`src/rtl/wrs_pkg.sv`:
```
package wrs_pkg;

  // Block geometry, fixed by the field widths of the channels
  localparam int unsigned WARPS            = 4;
  localparam int unsigned WARP_BITS        = 2;
  localparam int unsigned REASON_BITS      = 3;
  localparam int unsigned BLOCK_FIELD_BITS = 16;
  localparam int unsigned EVENT_BITS       = 4;
  localparam int unsigned TAKEN_BITS       = 2;
  localparam int unsigned COUNT_BITS       = 3;
  localparam int unsigned ARRIVAL_BITS     = $clog2(WARPS + 1);

  // Event flag positions
  localparam int unsigned EV_LAUNCH  = 0;
  localparam int unsigned EV_FRONT   = 1;
  localparam int unsigned EV_MEMORY  = 2;
  localparam int unsigned EV_BARRIER = 3;

  // Take flag positions
  localparam int unsigned TAKE_GRANT  = 0;
  localparam int unsigned TAKE_FINISH = 1;

  // Stall reason codes
  localparam logic [REASON_BITS-1:0] REASON_NONE = 3'd0;
  localparam logic [REASON_BITS-1:0] REASON_DONE = 3'd1;

  localparam logic [ARRIVAL_BITS-1:0] ALL_ARRIVED = ARRIVAL_BITS'(WARPS);
  localparam logic [WARP_BITS-1:0]    LAST_WARP   = WARP_BITS'(WARPS - 1);

  typedef struct packed {
    logic [EVENT_BITS-1:0]       event_mask;
    logic [BLOCK_FIELD_BITS-1:0] launch_block;
    logic [WARP_BITS-1:0]        front_warp;
    logic [REASON_BITS-1:0]      front_reason;
    logic [WARP_BITS-1:0]        memory_warp;
    logic [REASON_BITS-1:0]      memory_reason;
    logic [WARP_BITS-1:0]        barrier_warp;
    logic [TAKEN_BITS-1:0]       taken_mask;
    logic [WARPS-1:0]            ready_mask;
  } wrs_req_t;

  typedef struct packed {
    logic                        grant_valid;
    logic [WARP_BITS-1:0]        grant_target;
    logic                        finish_valid;
    logic [BLOCK_FIELD_BITS-1:0] finish_block;
    logic [COUNT_BITS-1:0]       accepted_count;
    logic                        block_active;
  } wrs_rsp_t;

  // Result of the round-robin search
  typedef struct packed {
    logic                 found;
    logic [WARP_BITS-1:0] warp;
  } wrs_pick_t;

endpackage

```
`src/rtl/wrs_stream_if.sv`:
```
interface wrs_req_if;
  import wrs_pkg::*;

  logic     valid;
  logic     ready;
  wrs_req_t data;

  modport source (output valid, output data, input ready);
  modport sink   (input valid, input data, output ready);
endinterface

interface wrs_rsp_if;
  import wrs_pkg::*;

  logic     valid;
  logic     ready;
  wrs_rsp_t data;

  modport source (output valid, output data, input ready);
  modport sink   (input valid, input data, output ready);
endinterface

```
`src/rtl/wrs_pick.sv`:
```
module wrs_pick (
  input  logic [wrs_pkg::WARPS-1:0]     eligible_i,
  input  logic [wrs_pkg::WARP_BITS-1:0] ptr_i,
  output wrs_pkg::wrs_pick_t            pick_o
);
  import wrs_pkg::*;

  // Rotating priority encoder: first eligible warp at or after the pointer
  always_comb begin
    logic [WARP_BITS:0]   sum;
    logic [WARP_BITS-1:0] idx;
    pick_o = '0;
    for (int unsigned i = 0; i < WARPS; i++) begin
      sum = {1'b0, ptr_i} + (WARP_BITS + 1)'(i);
      if (sum >= (WARP_BITS + 1)'(WARPS)) begin
        sum = sum - (WARP_BITS + 1)'(WARPS);
      end
      idx = sum[WARP_BITS-1:0];
      if (!pick_o.found && eligible_i[idx]) begin
        pick_o.found = 1'b1;
        pick_o.warp  = idx;
      end
    end
  end

endmodule

```
`src/rtl/warp_round_robin_scheduler.sv`:
```
// Channel  | Dir | Contents
// ---------+-----+-----------------------------------------------------------
// req_i    | in  | one scheduler tick: events, stall reports, take flags, ready
// rsp_o    | out | grant, block-done offer, consumed count, block activity
//
// One request is taken per cycle unless rsp_o stalls; its response appears the next cycle.
// All per-tick work is a single combinational pass between the scheduler state
// and the response register; the four-warp rotating search is the longest path.
// req_i.ready drops only while a response sits unconsumed on rsp_o.
// Reset clears all scheduler state and leaves no response pending.
module warp_round_robin_scheduler #(
  parameter int unsigned BLOCK_INDEX_BITS = 16
) (
  input  logic      clk_i,
  input  logic      rst_ni,
  wrs_req_if.sink   req_i,
  wrs_rsp_if.source rsp_o
);
  import wrs_pkg::*;

  // Scheduler state
  logic                              active_q, active_d;
  logic [BLOCK_INDEX_BITS-1:0]       block_q, block_d;
  logic [WARPS-1:0][REASON_BITS-1:0] front_stall_q, front_stall_d;
  logic [WARPS-1:0][REASON_BITS-1:0] mem_stall_q, mem_stall_d;
  logic [WARPS-1:0]                  barrier_q, barrier_d;
  logic [WARPS-1:0]                  finished_q, finished_d;
  logic [ARRIVAL_BITS-1:0]           arrivals_q, arrivals_d;
  logic [WARP_BITS-1:0]              ptr_q, ptr_d;
  logic                              held_q, held_d;
  logic [WARP_BITS-1:0]              held_warp_q, held_warp_d;
  logic                              fin_offer_q, fin_offer_d;
  logic                              fin_sent_q, fin_sent_d;

  // Values after events and grant retirement
  logic                 held_mid;
  logic [WARP_BITS-1:0] held_warp_mid;
  logic                 fin_offer_mid;
  logic                 fin_sent_mid;
  logic                 active_mid;
  logic [COUNT_BITS-1:0] count;

  logic [WARPS-1:0] eligible;
  wrs_pick_t        pick;

  logic     req_fire;
  logic     rsp_valid_q, rsp_valid_d;
  wrs_rsp_t rsp_q, rsp_d;

  assign req_fire    = req_i.valid && req_i.ready;
  assign req_i.ready = !rsp_valid_q || rsp_o.ready;

  // Events, in order: launch, front-end report, load/store report, barrier
  always_comb begin
    active_mid    = active_q;
    block_d       = block_q;
    front_stall_d = front_stall_q;
    mem_stall_d   = mem_stall_q;
    barrier_d     = barrier_q;
    finished_d    = finished_q;
    arrivals_d    = arrivals_q;
    ptr_d         = ptr_q;
    held_mid      = held_q;
    held_warp_mid = held_warp_q;
    fin_sent_mid  = fin_sent_q;
    count         = '0;
    fin_offer_mid = fin_offer_q && !req_i.data.taken_mask[TAKE_FINISH];

    if (req_i.data.event_mask[EV_LAUNCH]) begin
      active_mid    = 1'b1;
      block_d       = BLOCK_INDEX_BITS'(req_i.data.launch_block);
      front_stall_d = '0;
      mem_stall_d   = '0;
      barrier_d     = '0;
      finished_d    = '0;
      arrivals_d    = '0;
      ptr_d         = '0;
      held_mid      = 1'b0;
      held_warp_mid = '0;
      fin_offer_mid = 1'b0;
      fin_sent_mid  = 1'b0;
      count         = count + 1'b1;
    end

    if (req_i.data.event_mask[EV_FRONT]) begin
      front_stall_d[req_i.data.front_warp] = req_i.data.front_reason;
      if (req_i.data.front_reason == REASON_DONE) begin
        finished_d[req_i.data.front_warp] = 1'b1;
      end
      count = count + 1'b1;
    end

    if (req_i.data.event_mask[EV_MEMORY]) begin
      mem_stall_d[req_i.data.memory_warp] = req_i.data.memory_reason;
      count = count + 1'b1;
    end

    // Barrier: count first arrivals only, release all once everyone is in
    if (req_i.data.event_mask[EV_BARRIER]) begin
      if (!barrier_d[req_i.data.barrier_warp]) begin
        barrier_d[req_i.data.barrier_warp] = 1'b1;
        arrivals_d = arrivals_d + 1'b1;
      end
      count = count + 1'b1;
      if (arrivals_d >= ALL_ARRIVED) begin
        barrier_d  = '0;
        arrivals_d = '0;
      end
    end

    // Retire a taken grant; pointer moves past the granted warp
    if (held_mid && req_i.data.taken_mask[TAKE_GRANT]) begin
      ptr_d         = (held_warp_mid == LAST_WARP) ? '0 : held_warp_mid + 1'b1;
      held_mid      = 1'b0;
      held_warp_mid = '0;
      count         = count + 1'b1;
    end
  end

  // Runnable and ready warps
  always_comb begin
    for (int unsigned w = 0; w < WARPS; w++) begin
      eligible[w] = active_mid && !finished_d[w] && !barrier_d[w] &&
                    front_stall_d[w] == REASON_NONE && mem_stall_d[w] == REASON_NONE &&
                    req_i.data.ready_mask[w];
    end
  end

  wrs_pick u_pick (
    .eligible_i (eligible),
    .ptr_i      (ptr_d),
    .pick_o     (pick)
  );

  // New grant and block-done handshake
  always_comb begin
    held_d      = held_mid;
    held_warp_d = held_warp_mid;
    active_d    = active_mid;
    fin_offer_d = fin_offer_mid;
    fin_sent_d  = fin_sent_mid;

    if (!held_mid && active_mid && pick.found) begin
      held_d      = 1'b1;
      held_warp_d = pick.warp;
    end

    if (active_mid) begin
      if ((&finished_d) && !fin_offer_d && !fin_sent_d) begin
        fin_offer_d = 1'b1;
        fin_sent_d  = 1'b1;
      end
      if (fin_sent_d && !fin_offer_d) begin
        fin_sent_d = 1'b0;
        active_d   = 1'b0;
      end
    end
  end

  // Response payload
  always_comb begin
    rsp_d.grant_valid    = held_d;
    rsp_d.grant_target   = held_d ? held_warp_d : '0;
    rsp_d.finish_valid   = fin_offer_d;
    rsp_d.finish_block   = fin_offer_d ? BLOCK_FIELD_BITS'(block_d) : '0;
    rsp_d.accepted_count = count;
    rsp_d.block_active   = active_d;
  end

  // Response valid: set on a new request, cleared once taken
  always_comb begin
    rsp_valid_d = rsp_valid_q;
    if (req_fire) begin
      rsp_valid_d = 1'b1;
    end else if (rsp_o.ready) begin
      rsp_valid_d = 1'b0;
    end
  end

  // Control state
  always_ff @(posedge clk_i or negedge rst_ni) begin
    if (!rst_ni) begin
      active_q      <= 1'b0;
      block_q       <= '0;
      front_stall_q <= '0;
      mem_stall_q   <= '0;
      barrier_q     <= '0;
      finished_q    <= '0;
      arrivals_q    <= '0;
      ptr_q         <= '0;
      held_q        <= 1'b0;
      held_warp_q   <= '0;
      fin_offer_q   <= 1'b0;
      fin_sent_q    <= 1'b0;
      rsp_valid_q   <= 1'b0;
    end else begin
      rsp_valid_q <= rsp_valid_d;
      if (req_fire) begin
        active_q      <= active_d;
        block_q       <= block_d;
        front_stall_q <= front_stall_d;
        mem_stall_q   <= mem_stall_d;
        barrier_q     <= barrier_d;
        finished_q    <= finished_d;
        arrivals_q    <= arrivals_d;
        ptr_q         <= ptr_d;
        held_q        <= held_d;
        held_warp_q   <= held_warp_d;
        fin_offer_q   <= fin_offer_d;
        fin_sent_q    <= fin_sent_d;
      end
    end
  end

  // Response register, payload only
  always_ff @(posedge clk_i) begin
    if (req_fire) begin
      rsp_q <= rsp_d;
    end
  end

  assign rsp_o.valid = rsp_valid_q;
  assign rsp_o.data  = rsp_q;

endmodule

```
`src/flat_wrapper.sv`:
```
// flat-port wrapper written by rule: the top's interface ports become plain ports
module warp_round_robin_scheduler_flat import wrs_pkg::*;
#(
  parameter int unsigned BLOCK_INDEX_BITS = 16
)
  (clk_i, rst_ni, req_i_valid, req_i_data, req_i_ready, rsp_o_valid, rsp_o_data, rsp_o_ready);
  wrs_req_if req_i_i ();
  wrs_rsp_if rsp_o_i ();
  input  logic clk_i;
  input  logic rst_ni;
  input wire logic [$bits(req_i_i.valid)-1:0] req_i_valid;
  input wire logic [$bits(req_i_i.data)-1:0] req_i_data;
  output wire logic [$bits(req_i_i.ready)-1:0] req_i_ready;
  output wire logic [$bits(rsp_o_i.valid)-1:0] rsp_o_valid;
  output wire logic [$bits(rsp_o_i.data)-1:0] rsp_o_data;
  input wire logic [$bits(rsp_o_i.ready)-1:0] rsp_o_ready;
  assign req_i_i.valid = req_i_valid;
  assign req_i_i.data = req_i_data;
  assign req_i_ready = req_i_i.ready;
  assign rsp_o_valid = rsp_o_i.valid;
  assign rsp_o_data = rsp_o_i.data;
  assign rsp_o_i.ready = rsp_o_ready;
  warp_round_robin_scheduler #(.BLOCK_INDEX_BITS(BLOCK_INDEX_BITS)) u_core (.clk_i(clk_i), .rst_ni(rst_ni), .req_i(req_i_i), .rsp_o(rsp_o_i));
endmodule
```
`config.mk`:
```
export PLATFORM = sky130hd
export DESIGN_NAME = warp_round_robin_scheduler_flat
export DESIGN_NICKNAME = d
export VERILOG_FILES = /design/src/rtl/wrs_pkg.sv /design/src/rtl/wrs_stream_if.sv /design/src/rtl/wrs_pick.sv /design/src/rtl/warp_round_robin_scheduler.sv /design/src/flat_wrapper.sv
export SDC_FILE = /design/constraint.sdc
export NUM_CORES = 1
export LEC_CHECK = 0
export BUFFER_PORTS_ARGS = -buffer_cell sky130_fd_sc_hd__buf_2
export CAP_MARGIN = 10
export CELL_PAD_IN_SITES_DETAIL_PLACEMENT = 1
export CELL_PAD_IN_SITES_GLOBAL_PLACEMENT = 2
export CORE_ASPECT_RATIO = 1.75
export CORE_MARGIN = 5
export CORE_UTILIZATION = 35
export CTS_BUF_LIST = sky130_fd_sc_hd__clkbuf_8
export DETAILED_ROUTE_END_ITERATION = 10
export PLACE_DENSITY = 0.77
export SYNTH_ARGS = -nofsm -noshare
export SYNTH_HDL_FRONTEND = slang
export SYNTH_SLANG_ARGS = --single-unit
```
`constraint.sdc`:
```
create_clock -name clk_i -period 2.3 [get_ports clk_i]
set_input_delay 0 -clock clk_i [delete_from_list [all_inputs] [get_ports clk_i]]
set_output_delay 0 -clock clk_i [all_outputs]
set_load 0.01 [all_outputs]
```
* Word-level counts from Yosys, hierarchy flattened
Index checks and enable logic that the tools add are counted.
** Storage, ports and cells
- Memories kept :: 0
- Word-level logic and storage cells :: 192
- Latch bits :: 0
- Bits of input ports :: 42
- Output and inout bits :: 26
- Register bits :: 84
- RAM bits :: 0
- ROM bits :: 0
** Operators by class
- Multiplexer cells :: 73
- Div/mod/pow operators :: 0
- Shift-type cells :: 0
- Add/sub/neg operators :: 13
- Order comparisons :: 15
- Reductions and logical operators :: 62
- Multiply operators :: 0
- Equal/unequal tests :: 2
- Bitwise logic cells :: 2
** Operators with widths (number)
- $mux W12 :: 4
- $mux W3 :: 15
- $logic_and A1 B1 Y1 :: 34
- $mux W4 :: 7
- $mux W1 :: 25
- $bwmux W12 :: 2
- $logic_not A3 Y1 :: 8
- $lt A2 B3 Y1 const B :: 7
- $mux W2 :: 10
- $logic_not A1 Y1 :: 17
- $mux W16 :: 1
- $add A3 B1 Y3 const B :: 4
- $demux W3 S2 :: 2
- $ge A3 B3 Y1 const B :: 4
- $bmux W1 S2 :: 5
- $or A4 B4 Y4 :: 2
- $sub A2 B1 Y2 const B :: 4
- $add A2 B2 Y3 const B :: 2
- $ge A2 B1 Y1 const B :: 3
- $demux W1 S2 :: 2
- $reduce_and A4 Y1 :: 1
- $add A2 B1 Y3 const B :: 1
- $eq A3 B1 Y1 const B :: 1
- $ge A2 B3 Y1 const B :: 1
- other kinds (5) :: 5

* Logic depth before layout (Yosys ltp)
Gate-level depths: netlist (run 1).
- Word-level depth :: 27
- Mapped depth :: 12
- Depth with buffers taken out :: 8

* Modules after synthesis
Synthesis (run 1) repeated with hierarchy kept, for this count alone.
** Unflattened totals
- Cell total of the unflattened synthesis :: 376
- Area total of the unflattened synthesis :: 4314.1 um^2
** By module, submodules not included
- warp_round_robin_scheduler :: area an instance 4232.8 um^2, instances 1, seq. area each 2222.1 um^2, cells each 361
- wrs_pick :: area an instance 81.3 um^2, instances 1, seq. area each 0.0 um^2, cells each 15

* Worst setup path before layout (run 1)
No wires, ideal clock.
- Kind :: input to register
- Start point :: input req_i_data[34]
- End point :: register u_core.held_q
- Slack :: -0.465 ns
- Arrival :: 2.640 ns
- Cell stages on the path :: 12
- Data required time :: 2.175 ns
- Library setup time :: 0.125 ns
- Path buffers :: 4
- Cell sequence :: buf_6 > clkbuf_1 > clkbuf_1 > clkbuf_1 > nor2b_1 > ha_1 > and3_1 > a21o_1 > o21a_1 > nor4_4 > nand2b_2 > mux2_4
** On the way
- Word-level cells in the longest chain between the ends :: 27
- Elaborated cells on any way between the ends :: 105
- Those cells by class :: 9 x add/sub; 5 x order compare; 1 x eq/ne; 42 x mux; 2 x bitwise; 46 x reduce/logical
** RTL lines
- start, declared :: RTL line flat_wrapper.sv:12 : input wire logic [$bits(req_i_i.data)-1:0] req_i_data;
- branches (longest 26 deep; another with $add A3 B1 Y3)
- $mux W1 (*) :: RTL line warp_round_robin_scheduler.sv:143 : if (!held_mid && active_mid && pick.found) begin
- net u_core.held_d :: RTL line warp_round_robin_scheduler.sv:30 : logic held_q, held_d;
- end signal, assigned :: RTL line warp_round_robin_scheduler.sv:207 : held_q <= held_d;
- end, declared :: RTL line warp_round_robin_scheduler.sv:30
Mark *: on every way through the listed nets, which the timed path passes. The select of a mux whose other input is x is not followed.
A chain may end at the register's enable or synchronous reset.

* Worst setup path in the final report (run 1)
- Start point :: register u_core.arrivals_q[0]
- End point :: register u_core.held_warp_q[1]
** On the way
- Word-level cells in the longest chain between the ends :: 26
- Elaborated cells on any way between the ends :: 47
- Those cells by class :: 1 x add/sub; 1 x order compare; 18 x mux; 27 x reduce/logical
** RTL lines
- start, declared :: RTL line warp_round_robin_scheduler.sv:28 : logic [ARRIVAL_BITS-1:0] arrivals_q, arrivals_d;
- start signal, assigned :: RTL line warp_round_robin_scheduler.sv:205 : arrivals_q <= arrivals_d;
- $mux W3 (*) :: RTL line warp_round_robin_scheduler.sv:69 : if (req_i.data.event_mask[EV_LAUNCH]) begin
- $add A3 B1 Y3 :: RTL line warp_round_robin_scheduler.sv:102 : arrivals_d = arrivals_d + 1'b1;
- $mux W3 (*) :: RTL line warp_round_robin_scheduler.sv:100 : if (!barrier_d[req_i.data.barrier_warp]) begin
- $mux W3 (*) :: RTL line warp_round_robin_scheduler.sv:99 : if (req_i.data.event_mask[EV_BARRIER]) begin
- $ge A3 B3 Y1 (*) :: RTL line warp_round_robin_scheduler.sv:105 : if (arrivals_d >= ALL_ARRIVED) begin
- $mux W4 (*) :: RTL line warp_round_robin_scheduler.sv:105
- $mux W4 (*) :: RTL line warp_round_robin_scheduler.sv:99
- $logic_not A1 Y1 :: RTL line warp_round_robin_scheduler.sv:123 : eligible[w] = active_mid && !finished_d[w] && !barrier_d[w] &&
- (+10 left out)
- $logic_not A1 Y1 :: RTL line wrs_pick.sv:19 : if (!pick_o.found && eligible_i[idx]) begin
- $logic_and A1 B1 Y1 :: RTL line wrs_pick.sv:19
- $mux W3 :: RTL line wrs_pick.sv:19
- $logic_not A1 Y1 :: RTL line wrs_pick.sv:19
- $logic_and A1 B1 Y1 :: RTL line wrs_pick.sv:19
- $mux W3 (*) :: RTL line wrs_pick.sv:19
- $logic_and A1 B1 Y1 :: RTL line warp_round_robin_scheduler.sv:143
- $mux W2 (*) :: RTL line warp_round_robin_scheduler.sv:143
- end signal, assigned :: RTL line warp_round_robin_scheduler.sv:208 : held_warp_q <= held_warp_d;
- end, declared :: RTL line warp_round_robin_scheduler.sv:31 : logic [WARP_BITS-1:0] held_warp_q, held_warp_d;
Mark *: on every way between the ends. The rest lies on a longest branch, timed or not. The select of a mux whose other input is x is not followed.

==> results of run 1 <==
-- placed cells by master (no fill, tap or decap), types with 3 or more instances in the layout --
cell type,synthesis,layout
o211ai_1,5,5
nand2_1,41,41
o21a_1,4,4
clkbuf_8,0,9
dfrtp_1,60,60
nor2_4,9,9
a32o_1,22,22
clkinv_4,0,3
nand2b_1,6,6
o21ai_0,26,25
buf_4,1,21
edfxtp_1,24,24
mux2i_1,17,17
nor2_1,18,18
nor3_1,7,7
ha_1,5,4
nor2b_1,7,7
buf_12,0,4
xnor2_1,4,4
nand3_1,7,7
a21oi_1,15,13
mux2_2,20,20
inv_1,9,8
o31ai_1,4,4
xor2_1,3,3
buf_2,3,67
dlygate4sd3_1,0,25
a22o_1,3,3
-- sequential cells by signal (all words and copies together) (netlist names), 3 cells and up --
signal                count
u_core.arrivals_q         3
u_core.rsp_o.data        24
u_core.front_stall_q     12
u_core.mem_stall_q       12
u_core.finished_q         4
u_core.barrier_q          4
u_core.block_q           16
-- worst register-to-register path, cell delays in order (launching register included) --
cell,delay [ns]
dfrtp_1,0.42
nor2b_1,0.15
ha_2,0.21
a211o_4,0.38
buf_12,0.14
a311oi_4,0.29
nor4_4,0.10
nor3_1,0.29
o22ai_1,0.14
-- stage by stage --
step / hold slack (ns) / instance area (sq um) / setup TNS [ns] / std cells
3_3_place_gp: 0.0782 / 5070 / 0 / 624
4_1_cts: 0.0219 / 5530 / 0 / 665
3_5_place_dp: 0.0857 / 5070 / 0 / 624
2_1_floorplan: -0.296 / 4470 / -0.0200 / 389
6_report: 0.0333 / 5610 / 0 / 669
5_1_grt: 0.0532 / 5610 / -0.0415 / 669
-- final timing paths --
check                      cells after the start  slack [ns]                              from                                end
max                                            8        0.07  u_core.arrivals_q[0]$_DFFE_PN0P_  u_core.held_warp_q[1]$_DFFE_PN0P_
min                                            3        0.03                    req_i_data[37]   u_core.arrivals_q[2]$_DFFE_PN0P_
max reg2reg                                    8        0.07  u_core.arrivals_q[0]$_DFFE_PN0P_  u_core.held_warp_q[1]$_DFFE_PN0P_
min reg2reg                                    2        0.49       u_core.ptr_q[1]$_DFFE_PN0P_        u_core.ptr_q[1]$_DFFE_PN0P_
max in group asynchronous                      3        1.47                            rst_ni      u_core.block_q[2]$_DFFE_PN0P_
min in group asynchronous                      2        0.18                            rst_ni     u_core.rsp_o.valid$_DFFE_PN0P_
-- repair_timing --
item	CTS	global route
hold buffers	25	0
pin swaps	0	5
hold endpoints to repair	78	0
endpoints found under the setup margin	1	5
resized for setup	1	6
setup buffers	0	4
-- area by class of cell --
cell class / count / area, sq um / area share [%]
Clock inverter: 7 / 81.3 / 1.45
Timing Repair Buffer: 117 / 823 / 14.7
Multi-Input combinational cell: 275 / 2120 / 37.8
Inverter: 9 / 33.8 / 0.602
Tap cell: 168 / 210 / 3.74
Sequential cell: 84 / 2220 / 39.6
Clock buffer: 9 / 124 / 2.21
-- cells by family after synthesis --
logic type | count (synthesis)
AO/OA/AOI/OAI | 106
flip-flops | 84
XOR/XNOR | 7
AND/OR/NAND/NOR | 118
buffers and inverters | 30
multiplexers | 39
adder cells (fa/ha/maj) | 5
-- metal layers --
layer  up-vias  routed length [microns]  share of wire (%)
met1      1801                     4590                 37
met2        67                     7110                 57
met5         -                        0                  0
met3        29                      418                3.3
li1       1671                        -                  -
met4         0                      446                3.6
-- power by group --
group	internal [mW]	leakage [nW]	switching (mW)	total [mW]
Combinational	0.392	1.29	0.445	0.837
Clock	0.431	0.103	0.651	1.08
Sequential	1.70	1.01	0.102	1.81
==> metrics.csv, run 1 <==
metric,value,unit
drt-pass1-iter-count,4,
busiest_layer,met2,
worstPathMaxFanout,4,
status,"finished, final reports clean",
grt_use_total,17.3,%
rows,54,
maxSlewHeadroom,54.4,%
critPathTopFamily,compound AO/OA/AOI/OAI gates,
drv_cap,0,
grt_use_met3,2.79,%
p_per_area,664,nW/um^2
grt_pass1_vias,3969,
setup_slack,0.0723,ns
syn-instance-count,389,
min_path_type,input port to flop,
root_buffer,clkbuf_8,
ant_nets,0,
ys_top_cells_by_count,"dfrtp_1 (60), nand2_1 (41), o21ai_0 (26), edfxtp_1 (24), a32o_1 (22)",
drt-initial-drc-count,89,
synth-seq-area-share,49.8,%
synthSimpleGateAreaFrac,15.6,%
synth_top_family_by_area,compound AO/OA/AOI/OAI gates,
io_buffers,67,
wl_per_cell,18.8,microns
clk_pin_slew_worst_paths,0.10,ns
fin_crit_sh,96.9,%
antenna_cells,0,
die-area,15200,sq um
cts_tree,built,
cts_buffer_depth,2,
synth_nets,436,
dpl.hpwl,9.30,mm
io_pins,68,
end_kind,flop,
cpPeakStageDelay,0.42,ns
crit_slowest_cell,dfrtp_1,
die_w,95.3,microns
worstSetupPathType,flop to flop,
synth_area,4460,sq um
nets,543,
initial_core_util,35.7,%
drc,0,
cp.buffers_inverters,1,
fill_cells,1374,
synthXorXnorAreaFrac,1.38,%
cp.required,2.55,ns
synth_compound_area_share,19.0,%
startpoint_type,flop,
numCtsBuffers,9,
finalSetupViolations,0,
fmax,449,MHz
use_met1,17.7,%
rsz0062_at_grt,yes,
place_ws,0.00137,ns
p_total,3.73,mW
drive_gt1_share,32.1,%
finalCriticalPeriod,2.23,ns
leakagePower,2.40,nW
synth.mux.area_fraction,9.54,%
synth_fa_ha_area_share,1.40,%
clk_latency,0.39,ns
synth_warnings,0,
gp_congestion,0.838,
peakVddDrop,0.254,mV
ys_seq_elements,84,
ys_types,66,
antenna_found_initial,0,
routed_wl,12.6,mm
grt_max_degree,37,
h-tree-depth,3,
yosysMostFrequentCell,dfrtp_1,
yosysTopAreaCellShare,33.7,%
cp_cell_sequence,"nor2b_1, ha_2, a211o_4, buf_12, a311oi_4, nor4_4, nor3_1, o22ai_1",
fp.dieH,159,microns
synthArstFlopShare,71.4,%
arrival,2.48,ns
cts_sinks,84,
synth_edf_count,24,
synthTopCellsByArea,"dfrtp_1 (34%), edfxtp_1 (16%), mux2_2 (5.1%)",
grt-ovfl-total,0,
final_util,44.9,%
grt_first_pass_wirelength,20.1,mm
met2_usage,32.5,%
synthToLayoutAreaGrowth,25.9,%
core_area,12500,sq um
yosys.area.top_type,dfrtp_1,
num_vias,3568,
clock-skew-final,0.0221,ns
hold_viol,0,
drv_slew,0,
syn_area_per_cell,11.5,sq um
worst_pin_slew,0.684,ns
synth_flop_cell,dfrtp_1,
vias_per_cell,5.33,
No activity file was read; power rests on OpenSTA's default activity.
==> inputs of run 2 (changes only) <==
--- a/config.mk
+++ b/config.mk
@@ -14,7 +14,7 @@
 export CORE_UTILIZATION = 35
 export CTS_BUF_LIST = sky130_fd_sc_hd__clkbuf_8
 export DETAILED_ROUTE_END_ITERATION = 10
-export PLACE_DENSITY = 0.77
+export PLACE_DENSITY = 0.87
 export SYNTH_ARGS = -nofsm -noshare
 export SYNTH_HDL_FRONTEND = slang
 export SYNTH_SLANG_ARGS = --single-unit
==> run 2 against run 1 <==
Highest routed layer unchanged. Register-to-register slack improved by 0.04 ns. Clock skew decreased by 0.0099 ns. Critical path depth unchanged. Flip-flop and latch count unchanged. First-iteration DRC count increased by 88%. Count of clock-buffer cells in the layout unchanged. Critical endpoint is now u_core.held_q$_DFFE_PN0P_.
==> metrics.csv, run 2 (synthesis gave the netlist of run 1 again) <==
metric,value,unit,change
nets,542,,-0.18%
drive_gt1_share,31.6,%,-0.54 points
fin_crit_sh,95.2,%,-1.7 points
io_pins,68,,unchanged
worst_pin_slew,0.768,ns,+0.0840 ns
worstSetupPathType,flop to flop,,
place_ws,0.0190,ns,+0.0176 ns
min_path_type,input port to flop,,
placed_cells,623,,-0.16%
largest_reg_flops,24,,unchanged
leakagePower,2.40,nW,about the same
drv_slew,0,,unchanged
numCtsBuffers,9,,unchanged
setup_slack,0.110,ns,+0.0380 ns
grt_max_degree,38,,+2.7%
clk_pin_slew_worst_paths,0.09,ns,about the same
maxSlewHeadroom,48.8,%,-5.6 points
clk_latency,0.37,ns,-0.02 ns
antenna_found_initial,0,,unchanged
io_buffers,67,,unchanged
root_buffer,clkbuf_8,,
antenna_cells,0,,unchanged
switchingPower,1.14,mW,-4.8%
grt_first_pass_wirelength,20.5,mm,+1.6%
power_frac_clock,33.3,%,+4.3 points
fmax,457,MHz,+1.7%
core_area,12500,sq um,unchanged
fp.dieH,159,microns,unchanged
peakVddDrop,0.372,mV,+46%
worstPathMaxFanout,4,,unchanged
ant_nets,0,,unchanged
num_vias,3556,,-0.34%
rows,54,,unchanged
p_per_area,708,nW/um^2,+6.6%
startpoint_type,flop,,
cpPeakStageDelay,0.42,ns,about the same
crit_slowest_cell,dfrtp_1,,
drt-initial-drc-count,167,,+88%
arrival,2.44,ns,-0.04 ns
p_int,2.83,mW,+12%
fill_cells,1391,,+1.2%
dpl.hpwl,9.12,mm,-2.0%
cp.required,2.55,ns,about the same
synthToLayoutAreaGrowth,26.0,%,about the same
swShare,28.7,%,-3.5 points
combPwrFrac,21.5,%,-1.0 points
layout_common_cells,"buf_2 (67), dfrtp_1 (60), nand2_1 (41), o21ai_0 (26), dlygate4sd3_1 (25)",,
die-area,15200,sq um,unchanged
finalCriticalPeriod,2.19,ns,-0.0380 ns
layout_commonest_cell,buf_2,,
stdcell_area,5620,sq um,about the same
hold_viol,0,,unchanged
cts_sinks,84,,unchanged
drv_cap,0,,unchanged
cts_buffer_depth,2,,unchanged
die_w,95.3,microns,unchanged
grt_pass1_vias,3979,,+0.25%
cp_cell_sequence,"nor2b_1, ha_2, and3_4, a21o_1, o21a_1, nor4_4, nand2b_2, mux2_4",,
finalNonFillerCells,668,,-0.15%
initial_core_util,35.7,%,unchanged
clock-skew-final,0.0122,ns,-0.00994 ns
status,"finished, final reports clean",,
grt-ovfl-total,0,,unchanged
cts_tree,built,,
wl_per_cell,19.0,microns,+1.4%
drc,0,,unchanged
gp_congestion,0.778,,-7.1%
p_total,3.98,mW,+6.7%
drt-pass1-iter-count,4,,unchanged
routed_wl,12.7,mm,+1.3%
h-tree-depth,3,,unchanged
finalSetupViolations,0,,unchanged
vias_per_cell,5.32,,-0.19%
end_kind,flop,,
grt_use_total,17.6,%,+0.30 points
post_dp_cell_area,5070,sq um,-0.15%
seqPwrFrac,45.3,%,-3.2 points
[run 2: cell count changes in the layout (fill, tap and decap cells not counted), sizes merged]
cell    delta
bufinv     +3
buf        -1
clkinv     -3
[run 2: per-stage QoR]
step | util, % | TNS, ns | hold slack (ns)
final | 44.9 | 0 | 0.0576
after floorplan | - | -0.0200 | -0.296
after global routing | 44.9 | -0.00262 | 0.0842
after global placement | 40.5 | 0 | 0.0997
after CTS | 44.5 | 0 | 0.0398
after detailed placement | 40.5 | 0 | 0.109
[run 2: power by group through the flow]
stage | clock (mW) | combinational (mW) | sequential (mW)
after floorplan | 0 | 0.505 | 1.82
after global placement | 0 | 0.769 | 1.81
after detailed placement | 0 | 0.804 | 1.83
after CTS | 1.34 | 0.842 | 1.80
after global routing | 1.41 | 0.937 | 1.82
final | 1.32 | 0.853 | 1.80
[run 2: worst paths after layout]
check | startpoint | endpoint | slack, ns | cells after the start
setup / recovery | u_core.arrivals_q[0]$_DFFE_PN0P_ | u_core.held_q$_DFFE_PN0P_ | 0.11 | 8
hold / removal | req_i_data[37] | u_core.arrivals_q[2]$_DFFE_PN0P_ | 0.06 | 3
setup reg to reg | u_core.arrivals_q[0]$_DFFE_PN0P_ | u_core.held_q$_DFFE_PN0P_ | 0.11 | 8
hold reg to reg | u_core.ptr_q[1]$_DFFE_PN0P_ | u_core.ptr_q[1]$_DFFE_PN0P_ | 0.50 | 2
max in group asynchronous | rst_ni | u_core.block_q[14]$_DFFE_PN0P_ | 1.41 | 3
min in group asynchronous | rst_ni | u_core.mem_stall_q[11]$_DFFE_PN0P_ | 0.24 | 2
[run 2: layout make-up]
type / count / area (sq um) / area share (%)
Clock buffer: 9 / 124 / 2.21
Clock inverter: 7 / 123 / 2.18
Inverter: 9 / 33.8 / 0.601
Multi-Input combinational cell: 275 / 2110 / 37.6
Sequential cell: 84 / 2220 / 39.6
Tap cell: 168 / 210 / 3.74
Timing Repair Buffer: 116 / 791 / 14.1
[run 2: timing repair]
item / in CTS / in global routing
pin swaps: 1 / 5
resized for setup: 0 / 6
hold buffers: 25 / 0
setup endpoints to repair: 1 / 5
cloned: 0 / 0
buffers inserted: 0 / 4
endpoints found under the hold margin: 69 / 0
[run 2: metal layers]
metal / vias to the layer above / GRT usage [%] / wire (microns)
met5: - / 0 / 0
met4: 0 / 9.40 / 461
met3: 36 / 2.74 / 373
met2: 74 / 32.5 / 7360
met1: 1779 / 18.1 / 4530
li1: 1667 / - / -
[run 2: worst max-delay path, delay by kind of cell (launching register included)]
family	cells	cell delay (ns)
multiplexers	1	0.25
AO/OA/AOI/OAI	2	0.40
flip-flops	1	0.42
AND/OR/NAND/NOR	4	0.79
adder cells (fa/ha/maj)	1	0.21
